[config.mk]
export PLATFORM = sky130hd
export DESIGN_NAME = uniform_catmull_rom_tessellator_top_flat
export DESIGN_NICKNAME = d
export VERILOG_FILES = /design/src/rtl/crt_pkg.sv /design/src/rtl/crt_in_if.sv /design/src/rtl/crt_out_if.sv /design/src/rtl/crt_dp.sv /design/src/rtl/crt_ctrl.sv /design/src/rtl/uniform_catmull_rom_tessellator_top.sv /design/src/flat_wrapper.sv
export VERILOG_INCLUDE_DIRS = /design/src /design/src/rtl
export SDC_FILE = /design/constraint.sdc
export NUM_CORES = 2
export LEC_CHECK = 0
export BUFFER_PORTS_ARGS = -buffer_cell sky130_fd_sc_hd__buf_2
export CORE_ASPECT_RATIO = 1.2
export CORE_MARGIN = 2
export CORE_UTILIZATION = 39
export DETAILED_ROUTE_END_ITERATION = 8
export GPL_TIMING_DRIVEN = 0
export SYNTH_ARGS = -nofsm -noshare
export SYNTH_HDL_FRONTEND = slang
export SYNTH_SLANG_ARGS = --single-unit
[constraint.sdc]
create_clock -name clk -period 12.3 [get_ports clk]
set_input_delay 0.615 -clock clk [delete_from_list [all_inputs] [get_ports clk]]
set_output_delay 0.615 -clock clk [all_outputs]
set_load 0.02 [all_outputs]
[src/rtl/uniform_catmull_rom_tessellator_top_defines.svh]
// Assertion macros shared by the tessellator.
`ifndef UNIFORM_CATMULL_ROM_TESSELLATOR_TOP_DEFINES_SVH
`define UNIFORM_CATMULL_ROM_TESSELLATOR_TOP_DEFINES_SVH

// Same-cycle implication, checked out of reset.
`define CRT_ASSERT_NOW(lbl, ante, cons) \
  lbl: assert property (@(posedge clk) disable iff (!rst_n) (ante) |-> (cons)) \
    else $error("crt check failed");

// Next-cycle implication, checked out of reset.
`define CRT_ASSERT_NEXT(lbl, ante, cons) \
  lbl: assert property (@(posedge clk) disable iff (!rst_n) (ante) |=> (cons)) \
    else $error("crt check failed");

`endif

[src/rtl/crt_pkg.sv]
package crt_pkg;

  localparam int unsigned MAX_SUBDIVISION = 64;
  localparam int unsigned DIV_STEPS = 57;

  typedef enum logic [3:0] {
    ST_IDLE, ST_WGT1, ST_WGT2, ST_WGT3, ST_MAC, ST_DLOAD,
    ST_DIV, ST_STORE, ST_CMP, ST_FLUSH, ST_UPD
  } crt_state_t;

  typedef struct packed {
    logic       accept;
    logic       wgt1;
    logic       wgt2;
    logic       wgt3;
    logic       k_clr;
    logic       k_inc;
    logic       mac_en;
    logic       mac_first;
    logic [1:0] sel_j;
    logic [1:0] sel_c;
    logic       div_load;
    logic       div_step;
    logic       store_pt;
    logic       take_pt;
    logic       emit;
    logic       emit_last;
    logic       upd;
  } crt_cmd_t;

  typedef struct packed {
    logic seen3;
    logic k_last;
    logic dup;
    logic pend;
    logic out_free;
  } crt_sts_t;

endpackage

[src/rtl/crt_in_if.sv]
interface crt_in_if;
  logic               valid;
  logic               ready;
  logic signed [31:0] point_x;
  logic signed [31:0] point_y;
  logic signed [31:0] point_z;
  logic               curve_end;

  modport source (output valid, point_x, point_y, point_z, curve_end, input ready);
  modport sink (input valid, point_x, point_y, point_z, curve_end, output ready);
endinterface

[src/rtl/crt_out_if.sv]
interface crt_out_if;
  logic               valid;
  logic               ready;
  logic signed [31:0] curve_x;
  logic signed [31:0] curve_y;
  logic signed [31:0] curve_z;
  logic               run_last;

  modport source (output valid, curve_x, curve_y, curve_z, run_last, input ready);
  modport sink (input valid, curve_x, curve_y, curve_z, run_last, output ready);
endinterface

[src/rtl/crt_dp.sv]
module crt_dp (
  input  logic              clk,
  input  logic              rst_n,
  input  logic              cfg_wr_en,
  input  logic [6:0]        cfg_wr_data,
  input  crt_pkg::crt_cmd_t cmd,
  output crt_pkg::crt_sts_t sts,
  crt_in_if.sink            in_pt,
  crt_out_if.source         out_pt
);
  import crt_pkg::*;

  logic [6:0]         sub_r;
  logic [6:0]         s_eff;
  logic [6:0]         k_r;
  logic [1:0]         seen_r;
  logic signed [31:0] win_r [3][3];
  logic signed [31:0] p3_r [3];
  logic               end_r;
  logic [11:0]        k2_r;
  logic [12:0]        s2_r;
  logic [17:0]        k3_r;
  logic [18:0]        s3_r;
  logic [17:0]        ks2_r;
  logic [17:0]        k2s_r;
  logic signed [21:0] w_r [4];
  logic signed [55:0] acc_r;
  logic signed [21:0] w_sel;
  logic signed [31:0] p_sel;
  logic signed [53:0] prod;
  logic [19:0]        den;
  logic [55:0]        abs_acc;
  logic [56:0]        dvd_r;
  logic [19:0]        rem_r;
  logic               neg_r;
  logic [20:0]        trial;
  logic               qbit;
  logic [31:0]        sat_val;
  logic signed [31:0] pt_r [3];
  logic signed [31:0] prev_r [3];
  logic               have_prev_r;
  logic               pend_r;
  logic               out_valid_r;
  logic signed [31:0] out_x_r, out_y_r, out_z_r;
  logic               out_last_r;

  // Configuration register and clamped subdivision.
  always_ff @(posedge clk) begin
    if (!rst_n) begin
      sub_r <= 7'd8;
    end else if (cfg_wr_en) begin
      sub_r <= cfg_wr_data;
    end
  end

  always_comb begin
    if (sub_r == 7'd0) s_eff = 7'd1;
    else if (sub_r > 7'(MAX_SUBDIVISION)) s_eff = 7'(MAX_SUBDIVISION);
    else s_eff = sub_r;
  end

  // Input item capture and sample index.
  always_ff @(posedge clk) begin
    if (cmd.accept) begin
      p3_r[0] <= in_pt.point_x;
      p3_r[1] <= in_pt.point_y;
      p3_r[2] <= in_pt.point_z;
      end_r   <= in_pt.curve_end;
    end
    if (cmd.k_clr) k_r <= '0;
    else if (cmd.k_inc) k_r <= k_r + 7'd1;
  end

  // Blending weights, built in the wgt1, wgt2 and wgt3 steps from small products.
  always_ff @(posedge clk) begin
    if (cmd.wgt1) begin
      k2_r <= 12'(k_r[5:0] * k_r[5:0]);
      s2_r <= 13'(s_eff * s_eff);
    end
    if (cmd.wgt2) begin
      k3_r  <= 18'(k2_r * k_r[5:0]);
      s3_r  <= 19'(s2_r * s_eff);
      ks2_r <= 18'(s2_r * k_r[5:0]);
      k2s_r <= 18'(k2_r * s_eff);
    end
    if (cmd.wgt3) begin
      w_r[0] <= -$signed({4'd0, ks2_r}) + $signed({3'd0, k2s_r, 1'b0})
                - $signed({4'd0, k3_r});
      w_r[1] <= $signed({2'd0, s3_r, 1'b0}) - 22'sd5 * $signed({4'd0, k2s_r})
                + 22'sd3 * $signed({4'd0, k3_r});
      w_r[2] <= $signed({4'd0, ks2_r}) + $signed({2'd0, k2s_r, 2'b00})
                - 22'sd3 * $signed({4'd0, k3_r});
      w_r[3] <= $signed({4'd0, k3_r}) - $signed({4'd0, k2s_r});
    end
  end

  // One weighted term per cycle into the accumulator.
  always_comb begin
    w_sel = w_r[cmd.sel_j];
    case (cmd.sel_j)
      2'd0:    p_sel = win_r[0][cmd.sel_c];
      2'd1:    p_sel = win_r[1][cmd.sel_c];
      2'd2:    p_sel = win_r[2][cmd.sel_c];
      default: p_sel = p3_r[cmd.sel_c];
    endcase
    prod = w_sel * p_sel;
  end

  always_ff @(posedge clk) begin
    if (cmd.mac_en) begin
      if (cmd.mac_first) acc_r <= 56'(prod);
      else acc_r <= acc_r + 56'(prod);
    end
  end

  // Restoring divider: rounds the magnitude by adding half the denominator.
  assign den     = {1'b0, s3_r} << 1;
  assign abs_acc = acc_r[55] ? 56'(-acc_r) : 56'(acc_r);
  assign trial   = {rem_r, dvd_r[56]};
  assign qbit    = (trial >= {1'b0, den});

  always_ff @(posedge clk) begin
    if (cmd.div_load) begin
      dvd_r <= {1'b0, abs_acc} + {38'd0, s3_r};
      rem_r <= '0;
      neg_r <= acc_r[55];
    end else if (cmd.div_step) begin
      rem_r <= qbit ? 20'(trial - {1'b0, den}) : trial[19:0];
      dvd_r <= {dvd_r[55:0], qbit};
    end
  end

  // Saturate the signed quotient to 32 bits.
  always_comb begin
    if (neg_r) begin
      if (dvd_r > 57'h0_8000_0000) sat_val = 32'h8000_0000;
      else sat_val = -dvd_r[31:0];
    end else begin
      if (dvd_r > 57'h0_7FFF_FFFF) sat_val = 32'h7FFF_FFFF;
      else sat_val = dvd_r[31:0];
    end
  end

  always_ff @(posedge clk) begin
    if (cmd.store_pt) pt_r[cmd.sel_c] <= sat_val;
  end

  // Window, held-point count and last point of the curve.
  always_ff @(posedge clk) begin
    if (!rst_n) begin
      seen_r      <= '0;
      have_prev_r <= 1'b0;
      pend_r      <= 1'b0;
      for (int c = 0; c < 3; c++) begin
        win_r[0][c] <= '0;
        win_r[1][c] <= '0;
        win_r[2][c] <= '0;
        prev_r[c]   <= '0;
      end
    end else begin
      if (cmd.take_pt) begin
        for (int c = 0; c < 3; c++) prev_r[c] <= pt_r[c];
        have_prev_r <= 1'b1;
        pend_r      <= 1'b1;
      end else if (cmd.emit && cmd.emit_last) begin
        pend_r <= 1'b0;
      end
      if (cmd.upd) begin
        if (end_r) begin
          seen_r      <= '0;
          have_prev_r <= 1'b0;
          for (int c = 0; c < 3; c++) begin
            win_r[0][c] <= '0;
            win_r[1][c] <= '0;
            win_r[2][c] <= '0;
            prev_r[c]   <= '0;
          end
        end else begin
          if (seen_r != 2'd3) seen_r <= seen_r + 2'd1;
          for (int c = 0; c < 3; c++) begin
            win_r[0][c] <= win_r[1][c];
            win_r[1][c] <= win_r[2][c];
            win_r[2][c] <= p3_r[c];
          end
        end
      end
    end
  end

  // Output register.
  always_ff @(posedge clk) begin
    if (!rst_n) begin
      out_valid_r <= 1'b0;
    end else if (cmd.emit) begin
      out_valid_r <= 1'b1;
    end else if (out_pt.ready) begin
      out_valid_r <= 1'b0;
    end
    if (cmd.emit) begin
      out_x_r    <= prev_r[0];
      out_y_r    <= prev_r[1];
      out_z_r    <= prev_r[2];
      out_last_r <= cmd.emit_last;
    end
  end

  assign out_pt.valid    = out_valid_r;
  assign out_pt.curve_x  = out_x_r;
  assign out_pt.curve_y  = out_y_r;
  assign out_pt.curve_z  = out_z_r;
  assign out_pt.run_last = out_last_r;

  assign sts.seen3    = (seen_r == 2'd3);
  assign sts.k_last   = (k_r == s_eff - 7'd1);
  assign sts.dup      = have_prev_r && (pt_r[0] == prev_r[0]) && (pt_r[1] == prev_r[1])
                        && (pt_r[2] == prev_r[2]);
  assign sts.pend     = pend_r;
  assign sts.out_free = !out_valid_r || out_pt.ready;

endmodule

[src/rtl/crt_ctrl.sv]
module crt_ctrl (
  input  logic              clk,
  input  logic              rst_n,
  input  logic              in_valid,
  output logic              in_ready,
  input  crt_pkg::crt_sts_t sts,
  output crt_pkg::crt_cmd_t cmd
);
  import crt_pkg::*;

  crt_state_t state_r, state_nxt;
  logic [1:0] j_r, j_nxt;
  logic [1:0] c_r, c_nxt;
  logic [5:0] cnt_r, cnt_nxt;

  // State and loop counters.
  always_ff @(posedge clk) begin
    if (!rst_n) begin
      state_r <= ST_IDLE;
      j_r     <= '0;
      c_r     <= '0;
      cnt_r   <= '0;
    end else begin
      state_r <= state_nxt;
      j_r     <= j_nxt;
      c_r     <= c_nxt;
      cnt_r   <= cnt_nxt;
    end
  end

  // Sequencing of one item: per sample, weights, three coordinates, then compare; then flush and window update.
  always_comb begin
    state_nxt = state_r;
    j_nxt     = j_r;
    c_nxt     = c_r;
    cnt_nxt   = cnt_r;
    cmd       = '0;
    cmd.sel_j = j_r;
    cmd.sel_c = c_r;
    in_ready  = 1'b0;
    case (state_r)
      ST_IDLE: begin
        in_ready = 1'b1;
        if (in_valid) begin
          cmd.accept = 1'b1;
          cmd.k_clr  = 1'b1;
          state_nxt  = sts.seen3 ? ST_WGT1 : ST_UPD;
        end
      end
      ST_WGT1: begin
        cmd.wgt1  = 1'b1;
        state_nxt = ST_WGT2;
      end
      ST_WGT2: begin
        cmd.wgt2  = 1'b1;
        state_nxt = ST_WGT3;
      end
      ST_WGT3: begin
        cmd.wgt3  = 1'b1;
        j_nxt     = '0;
        c_nxt     = '0;
        state_nxt = ST_MAC;
      end
      ST_MAC: begin
        cmd.mac_en    = 1'b1;
        cmd.mac_first = (j_r == 2'd0);
        j_nxt         = j_r + 2'd1;
        if (j_r == 2'd3) state_nxt = ST_DLOAD;
      end
      ST_DLOAD: begin
        cmd.div_load = 1'b1;
        cnt_nxt      = '0;
        state_nxt    = ST_DIV;
      end
      ST_DIV: begin
        cmd.div_step = 1'b1;
        cnt_nxt      = cnt_r + 6'd1;
        if (cnt_r == 6'(DIV_STEPS - 1)) state_nxt = ST_STORE;
      end
      ST_STORE: begin
        cmd.store_pt = 1'b1;
        if (c_r == 2'd2) begin
          c_nxt     = '0;
          state_nxt = ST_CMP;
        end else begin
          c_nxt     = c_r + 2'd1;
          state_nxt = ST_MAC;
        end
      end
      ST_CMP: begin
        if (sts.dup || !sts.pend || sts.out_free) begin
          if (!sts.dup) begin
            cmd.take_pt = 1'b1;
            cmd.emit    = sts.pend;
          end
          if (sts.k_last) begin
            state_nxt = ST_FLUSH;
          end else begin
            cmd.k_inc = 1'b1;
            state_nxt = ST_WGT1;
          end
        end
      end
      ST_FLUSH: begin
        if (!sts.pend) begin
          state_nxt = ST_UPD;
        end else if (sts.out_free) begin
          cmd.emit      = 1'b1;
          cmd.emit_last = 1'b1;
          state_nxt     = ST_UPD;
        end
      end
      ST_UPD: begin
        cmd.upd   = 1'b1;
        state_nxt = ST_IDLE;
      end
      default: begin
        state_nxt = ST_IDLE;
      end
    endcase
  end

endmodule

[src/rtl/uniform_catmull_rom_tessellator_top.sv]
// A point that only fills the window goes straight to the window update;
// otherwise each sample takes the weight steps, then per coordinate four
// multiply-accumulate terms and a 57-step divide, for each of the samples.
// Throughput: one item at a time, set by the shared multiplier and divider.
// Reset: synchronous active-low rst_n empties the window, sets subdivision to 8.
`include "uniform_catmull_rom_tessellator_top_defines.svh"

module uniform_catmull_rom_tessellator_top (
  input  logic       clk,
  input  logic       rst_n,
  input  logic       cfg_wr_en,
  input  logic [6:0] cfg_wr_data,
  crt_in_if.sink     in_pt,
  crt_out_if.source  out_pt
);
  import crt_pkg::*;

  crt_cmd_t cmd;
  crt_sts_t sts;
  logic     in_ready;

  // Sequencer.
  crt_ctrl u_ctrl (
    .clk      (clk),
    .rst_n    (rst_n),
    .in_valid (in_pt.valid),
    .in_ready (in_ready),
    .sts      (sts),
    .cmd      (cmd)
  );

  // Arithmetic, state and output register.
  crt_dp u_dp (
    .clk         (clk),
    .rst_n       (rst_n),
    .cfg_wr_en   (cfg_wr_en),
    .cfg_wr_data (cfg_wr_data),
    .cmd         (cmd),
    .sts         (sts),
    .in_pt       (in_pt),
    .out_pt      (out_pt)
  );

  assign in_pt.ready = in_ready;

  // A new item is never taken while a point of the last one is still held back from the output register.
  `CRT_ASSERT_NOW(a_ready_no_pend, in_ready, !sts.pend)
  // Points are written to the output register only when it can take them.
  `CRT_ASSERT_NOW(a_emit_free, cmd.emit, sts.out_free)
  // The block is not ready in the cycle after it accepts an item.
  `CRT_ASSERT_NEXT(a_busy_after_accept, in_pt.valid && in_ready, !in_ready)

endmodule
[src/flat_wrapper.sv]
// flat-port wrapper written by rule: the top's interface ports become plain ports
module uniform_catmull_rom_tessellator_top_flat import crt_pkg::*;
  (clk, rst_n, cfg_wr_en, cfg_wr_data, in_pt_valid, in_pt_point_x, in_pt_point_y, in_pt_point_z, in_pt_curve_end, in_pt_ready, out_pt_valid, out_pt_curve_x, out_pt_curve_y, out_pt_curve_z, out_pt_run_last, out_pt_ready);
  crt_in_if in_pt_i ();
  crt_out_if out_pt_i ();
  input  logic clk;
  input  logic rst_n;
  input  logic cfg_wr_en;
  input  logic [6:0] cfg_wr_data;
  input wire logic [$bits(in_pt_i.valid)-1:0] in_pt_valid;
  input wire logic [$bits(in_pt_i.point_x)-1:0] in_pt_point_x;
  input wire logic [$bits(in_pt_i.point_y)-1:0] in_pt_point_y;
  input wire logic [$bits(in_pt_i.point_z)-1:0] in_pt_point_z;
  input wire logic [$bits(in_pt_i.curve_end)-1:0] in_pt_curve_end;
  output wire logic [$bits(in_pt_i.ready)-1:0] in_pt_ready;
  output wire logic [$bits(out_pt_i.valid)-1:0] out_pt_valid;
  output wire logic [$bits(out_pt_i.curve_x)-1:0] out_pt_curve_x;
  output wire logic [$bits(out_pt_i.curve_y)-1:0] out_pt_curve_y;
  output wire logic [$bits(out_pt_i.curve_z)-1:0] out_pt_curve_z;
  output wire logic [$bits(out_pt_i.run_last)-1:0] out_pt_run_last;
  input wire logic [$bits(out_pt_i.ready)-1:0] out_pt_ready;
  assign in_pt_i.valid = in_pt_valid;
  assign in_pt_i.point_x = in_pt_point_x;
  assign in_pt_i.point_y = in_pt_point_y;
  assign in_pt_i.point_z = in_pt_point_z;
  assign in_pt_i.curve_end = in_pt_curve_end;
  assign in_pt_ready = in_pt_i.ready;
  assign out_pt_valid = out_pt_i.valid;
  assign out_pt_curve_x = out_pt_i.curve_x;
  assign out_pt_curve_y = out_pt_i.curve_y;
  assign out_pt_curve_z = out_pt_i.curve_z;
  assign out_pt_run_last = out_pt_i.run_last;
  assign out_pt_i.ready = out_pt_ready;
  uniform_catmull_rom_tessellator_top u_core (.clk(clk), .rst_n(rst_n), .cfg_wr_en(cfg_wr_en), .cfg_wr_data(cfg_wr_data), .in_pt(in_pt_i), .out_pt(out_pt_i));
endmodule
=== Word level (Yosys, flattened, before mapping) ===
Memory sizes are Yosys's and may differ from the RTL's. A register that Yosys moved wholly into a read port is not among the register bits.
Index checks and enable logic that the tools add are counted.

* $add $sub $neg: 19
* Multiply operators: 9
* Div/mod/pow operators: 0
* $lt $le $gt $ge: 5
* Equality and inequality tests: 26
* Shift-type cells: 0
* Muxes and demuxes: 110
* Bitwise operators: 25
* Reduce and logical (&&, ||, !) cells: 21

{| class="wikitable"
|+ Operator list
! cell !! number
|-
| 32-bit 2-to-1 mux || 33
|-
| 32-bit binary-select mux with 2-bit select || 3
|-
| 57-bit 2-to-1 mux || 2
|-
| 56-bit 2-to-1 mux || 2
|-
| 32-bit equality test || 3
|-
| 32-bit case mux with 3 select lines || 1
|-
| 56-bit by 19-bit adder with 57-bit output || 1
|-
| 57-bit by 31-bit > comparator with 1-bit output (second input constant) || 1
|-
| 57-bit by 32-bit > comparator with 1-bit output (second input constant) || 1
|-
| 56-bit by 54-bit adder with 56-bit output || 1
|-
| 56-bit negation || 1
|-
| 22-bit by 32-bit multiplier with 54-bit output || 1
|-
| 1-bit 2-to-1 mux || 40
|-
| 4-bit case mux with 10 select lines || 1
|-
| 4-bit 2-to-1 mux || 9
|-
| 32-bit negation || 1
|-
| 2-bit 2-to-1 mux || 12
|-
| 1-bit bitwise OR || 24
|-
| 22-bit by 20-bit adder with 22-bit output || 1
|-
| 22-bit adder || 1
|-
| 18-bit negation with 22-bit output || 1
|-
| 20-bit by 21-bit subtractor with 22-bit output || 1
|-
| 21-bit by 20-bit subtractor with 22-bit output || 1
|-
| 22-bit by 19-bit subtractor with 22-bit output || 1
|-
| other kinds (43) || 72
|}

* Register bits: 363
* Bits in latches: 0
* Bits in writable memories: 664
* ROM bits: 0
* Bits of input ports: 109
* Logic and storage cells: 245
* Memories kept: 5

{| class="wikitable"
|+ Memory list
! name !! depth !! bits a word !! rd ports !! clocked after memory_dff !! wr ports !! line !! RTL
|-
| u_core.u_dp.win_r || 3 || 96 || 3 || 0 || 3 || crt_dp.sv:17 || <nowiki>logic signed [31:0] win_r [3][3];</nowiki>
|-
| u_core.u_dp.p3_r || 3 || 32 || 4 || 1 || 3 || crt_dp.sv:18 || <nowiki>logic signed [31:0] p3_r [3];</nowiki>
|-
| u_core.u_dp.prev_r || 3 || 32 || 3 || 0 || 3 || crt_dp.sv:40 || <nowiki>logic signed [31:0] prev_r [3];</nowiki>
|-
| u_core.u_dp.pt_r || 3 || 32 || 3 || 0 || 1 || crt_dp.sv:39 || <nowiki>logic signed [31:0] pt_r [3];</nowiki>
|-
| u_core.u_dp.w_r || 4 || 22 || 1 || 1 || 4 || crt_dp.sv:26 || <nowiki>logic signed [21:0] w_r [4];</nowiki>
|}

=== Logic depth before layout (Yosys ltp) ===
An unclocked memory read counts as a cell.

* Word-level depth: 14
* Mapped depth: 50
* Mapped depth without buffers: 45

=== Least setup slack after synthesis ===
OpenSTA, ideal clock, no wires.

* Path type: reg-to-reg
* From: reg u_core.u_ctrl.c_r[0]
* To: reg u_core.u_dp.acc_r[53], data pin
* Library setup time: 260 ps
* Data arrival time: 10972 ps
* Path slack: 1068 ps
* Stages on the path, launching flop included: 44
* Buffers on the path: 5
* Cell sequence: dfxtp_1 clkbuf_1 clkbuf_1 buf_1 mux2i_1 o21ai_0 and2_1 o41ai_1 nor2_1 fa_1 inv_1 fa_1 inv_1 fa_1 fa_1 fa_1 fa_1 inv_1 [... 8 more ...] a21oi_1 nor2b_1 o21ai_0 a21oi_1 o31ai_1 xnor2_1 ha_1 clkbuf_1 and3_1 nand3_1 o2111a_1 o21ai_0 a22o_1 nor4_1 o31ai_1 o22ai_1 xnor2_1 mux2_2

* Longest elaborated chain between the ends: 8
* Elaborated cells between the ends (all ways): 14
* Classes of those cells: add/sub (1); mul (1); mux (11); bitwise (1)

{| class="wikitable"
|+ Ends and longest elaborated chain
! what !! line !! RTL
|-
| from (decl) || crt_ctrl.sv:13 || <nowiki>logic [1:0] c_r, c_nxt;</nowiki>
|-
| from (signal assigned) || crt_ctrl.sv:26 || <nowiki>c_r <= c_nxt;</nowiki>
|-
| 2-bit inverter with 3-bit output (implied by the code) * || crt_dp.sv:101, crt_dp.sv:102, crt_dp.sv:103 ||
|-
| 32-bit binary-select mux with 2-bit select, on equally long branches || crt_dp.sv:103, crt_dp.sv:101, crt_dp.sv:102 ||
|-
| 32-bit 2-to-1 mux, on equally long branches (2 in series) || crt_dp.sv:103, crt_dp.sv:101, crt_dp.sv:102 ||
|-
| 32-bit case mux with 3 select lines * || crt_dp.sv:100 || <nowiki>case (cmd.sel_j)</nowiki>
|-
| 22-bit by 32-bit multiplier with 54-bit output * || crt_dp.sv:106 || <nowiki>prod = w_sel * p_sel;</nowiki>
|-
| 56-bit by 54-bit adder with 56-bit output || crt_dp.sv:112 || <nowiki>else acc_r <= acc_r + 56'(prod);</nowiki>
|-
| 56-bit 2-to-1 mux * || crt_dp.sv:111 || <nowiki>if (cmd.mac_first) acc_r <= 56'(prod);</nowiki>
|-
| to (signal assigned) || crt_dp.sv:111 ||
|-
| to (signal assigned) || crt_dp.sv:112 ||
|-
| to (decl) || crt_dp.sv:27 || <nowiki>logic signed [55:0] acc_r;</nowiki>
|}

Every way passes the cells marked *; elsewhere a longest branch is shown, timed or not. The select of a mux whose other input is x is not followed.
A chain may end at the register's enable or synchronous reset.

=== Worst setup path in the final report ===
* From: reg u_core.u_ctrl.j_r[1]
* To: reg u_core.u_dp.acc_r[51], data pin

* Longest elaborated chain between the ends: 5
* Elaborated cells between the ends (all ways): 8
* Classes of those cells: add/sub (1); mul (1); eq/ne (2); mux (3); reduce/logical (1)

{| class="wikitable"
|+ Ends and longest elaborated chain
! what !! line !! RTL
|-
| from (decl) || crt_ctrl.sv:12 || <nowiki>logic [1:0] j_r, j_nxt;</nowiki>
|-
| from (signal assigned) || crt_ctrl.sv:25 || <nowiki>j_r <= j_nxt;</nowiki>
|-
| 2-bit equality test (tied with other cells) || crt_dp.sv:100 ||
|-
| 32-bit case mux with 3 select lines || crt_dp.sv:100 ||
|-
| 22-bit by 32-bit multiplier with 54-bit output || crt_dp.sv:106 ||
|-
| 56-bit by 54-bit adder with 56-bit output || crt_dp.sv:112 ||
|-
| 56-bit 2-to-1 mux * || crt_dp.sv:111 ||
|}

Every way passes the cells marked *; elsewhere a longest branch is shown, timed or not.

==> results.py <==
metrics = {
    "worst_setup_path": {
        "cp_slowest_stage_delay_ns": 0.69,
        "crit_required_ns": 12.78,
        "crit_top_cell": "fa_1",
        "setup.worst_path.class": "reg -> reg",
        "crit_path_end_kind": "flip-flop",
        "slowest_stage": "fa_1",
        "worstRegToRegCells": 36,
        "rr_endpoint": "u_core.u_dp.acc_r[51]",
        "r2r_start": "u_core.u_ctrl.j_r[1]",
        "arrival_ns": 12.44,
        "r2r_slack_ns": 0.34,
        "cp-start-kind": "flip-flop",
        "path_max_fanout": 10,
    },
    "sta": {
        "min_period_ns": 11.96,
        "period_share": 0.9725,
        "maxSlewHeadroom": -0.02812,
        "worst_clock_skew_ns": 0.09926,
        "hold_viol_final": 0,
        "setup_viol": 0,
        "holdWs_ns": 0.04705,
        "worst_slew_pin_slew_ns": 1.518,
        "report.final.slew_viol_count": 4,
        "fmax_ghz": 0.08360,
    },
    "yosys": {
        "yosysSeqAreaShare": 0.3378,
        "synth_edf_count": 969,
        "yosysMostFrequentCell": "inv_1",
        "synth.largest_area_cell": "edfxtp_1",
        "avgSynthCellArea_um2": 10.37,
        "synth_cell_type_count": 105,
        "synth_top_area_share": 0.3251,
        "ys.flop_type": "edfxtp_1",
        "synth.area.top_cells": "edfxtp_1, fa_1, ha_1",
        "ys_warn_count": 0,
        "ys_ff_latch": 1026,
        "async_reset_ff_frac": 0,
        "syn-cell-area_um2": 89510,
        "synthesis.instances": 8631,
        "synth_common_cells": "inv_1, nand2_1, fa_1",
    },
    "route": {
        "vias_per_cell": 5.336,
        "routedWlPerCell_um": 23.19,
        "via_count": 65244,
        "firstDrtPassIters": 9,
        "ant_nets": 0,
        "drt_wl_total_um": 283500,
        "drtIter0Drc": 5269,
        "drc_errors": 0,
    },
    "cells_and_area": {
        "area_growth_pct": 12.56,
        "layout-drive-gt1-share": 0.08330,
        "fin_nets": 10752,
        "fill_cells": 21503,
        "multi_input_area_um2": 53860,
        "regArea_um2": 30250,
    },
    "min_path": {
        "worstHoldEndpoint": "u_core.u_dp.p3_r[2][25]",
        "hold_depth": 1,
        "min-delay-path-class": "in -> reg",
        "hp-start": "in_pt_point_z[25]",
    },
    "floorplan": {
        "initial_core_util": 0.3922,
        "core-area_um2": 228200,
        "ios": 208,
        "rows": 192,
        "die_y_um": 528.8,
        "die_area_um2": 233400,
        "die_x_um": 441.3,
    },
    "place": {
        "hpwl_um": 227100,
        "io_buffers": 206,
        "gp_congestion": 0.9954,
    },
    "global_route": {
        "first_global_vias": 68452,
        "use_met1": 0.2824,
        "track_usage": 0.2445,
        "gr-usage-met3": 0.03829,
        "busiest_layer": "met2",
        "grt_pass1_wl_um": 425300,
        "antenna_found_initial": 21,
        "grt_max_degree": 68,
        "grt-ovfl-total": 0,
        "met2_usage": 0.4225,
    },
    "cts": {
        "htree_levels": 3,
        "clock_sinks": 1026,
        "cts_tree": "done",
        "clk_latency_ns": 0.81,
        "clk_pin_slew_ns": 0.06,
        "clk_path_buf_depth": 3,
        "cts_root_buf": "clkbuf_16",
        "cts_inserted_buffers": 109,
    },
    "run_status": {
        "failed_checks": "max-capacitance violations, max-slew violations",
        "status": "finished with violations",
    },
    "run": {
        "drv_cap": 4,
    },
}
[area by class of cell]
class                      instances  share of cell area
tap                             3007             0.03734
buffer                           364             0.01698
inverter                        1238             0.04623
clock buffer                     130             0.02807
timing repair buffer             359             0.02694
sequential                      1026              0.3002
clock inverter                    74            0.009401
antenna                           12           0.0002980
multi-input combinational       6017              0.5346
[worst max-delay path, delay by kind of cell (launching register included)]
kind,cells,cell delay [ns]
flip-flops,1,0.33
buffers and inverters,7,1.58
XOR/XNOR,2,0.59
adder cells (fa/ha/maj),10,4.90
AND/OR/NAND/NOR,10,2.27
AO/OA/AOI/OAI,5,1.31
multiplexers,2,0.67
[logic make-up (layout without fill, tap and decap cells)]
kind of cell               count (synthesis)  in the layout  synth area share
AOI/OAI and AO/OA                       1195           1195           0.08486
muxes                                    219            219           0.02659
and+or+nand+nor                         2577           2577            0.1408
buffers and inverters                   1611           2165           0.06806
other                                      2             37        0.00008390
DFF                                     1026           1026            0.3378
xor gates and xnor gates                 473            473           0.04628
adders and majority gates               1528           1528            0.2955
[through the flow]
step / cells / utilization / TNS (ns) / worst slack [ns] / cell area, um^2
floorplan: 8654 / - / 0 / 1.068 / 89600
global placement: 11867 / 0.4136 / -71.66 / -2.716 / 94390
detailed placement: 11913 / 0.4171 / -51.43 / -2.745 / 95200
CTS: 12197 / 0.4395 / 0 / 0.001898 / 100300
global route: 12219 / 0.4414 / -0.006095 / -0.006095 / 100700
finish: 12227 / 0.4415 / 0 / 0.3386 / 100800
[worst max path at each step]
stage                               from                    end  slack, ns  cells past startpoint
CTS                 u_core.u_ctrl.c_r[1]  u_core.u_dp.acc_r[53]      0.002                     46
global route        u_core.u_ctrl.c_r[1]  u_core.u_dp.acc_r[51]     -0.006                     45
detailed placement  u_core.u_ctrl.c_r[0]  u_core.u_dp.acc_r[53]      -2.75                     43
finish              u_core.u_ctrl.j_r[1]  u_core.u_dp.acc_r[51]       0.34                     36
global placement    u_core.u_ctrl.c_r[0]  u_core.u_dp.acc_r[53]      -2.72                     43
floorplan           u_core.u_ctrl.c_r[0]  u_core.u_dp.acc_r[53]       1.07                     43
[placed cells by master (no fill, tap or decap), types with 59 or more instances in the layout]
cell type / count
o21ai_0: 342
o21bai_1: 60
a21oi_1: 299
inv_1: 1233
nand3_1: 76
buf_4: 59
xnor2_1: 328
and2_1: 662
nand2_1: 1078
nor2_1: 324
nor3_1: 78
clkbuf_1: 228
clkbuf_16: 110
mux2i_1: 160
nor2b_1: 62
buf_2: 230
ha_1: 545
a21o_1: 119
edfxtp_1: 969
fa_1: 977
clkbuf_2: 78
xor2_1: 142
dlygate4sd3_1: 75
[sequential cells by signal (all words and copies together), names as in the netlist, 20 cells and up, named ones only]
name and count:
u_core.u_dp.acc_r 56, u_core.u_dp.dvd_r 57, u_core.u_dp.out_pt.curve_x 32, u_core.u_dp.out_pt.curve_y 32, u_core.u_dp.out_pt.curve_z 32, u_core.u_dp.p3_r 96, u_core.u_dp.prev_r 96, u_core.u_dp.pt_r 96
u_core.u_dp.rem_r 20, u_core.u_dp.w_r 85, u_core.u_dp.win_r 288
[metal layers]
metal | vias to the layer above | routed length, um | part of all wire
met2 | 2322 | 138200 | 0.49
met5 | - | 34 | 0.00012
met1 | 32784 | 105400 | 0.37
met3 | 661 | 18020 | 0.064
li1 | 29471 | - | -
met4 | 6 | 21800 | 0.077
[repair_timing]
action                     4_1_cts  5_1_grt
setup buffers                   10       22
setup endpoints to repair       31       23
hold buffers                    75        0
pin swaps                        3       13
gates resized for setup        201      193
hold endpoints to repair        75        0
Power is not shown: default switching activity piles up to over one toggle a cycle in this logic, so the estimate is an artifact.
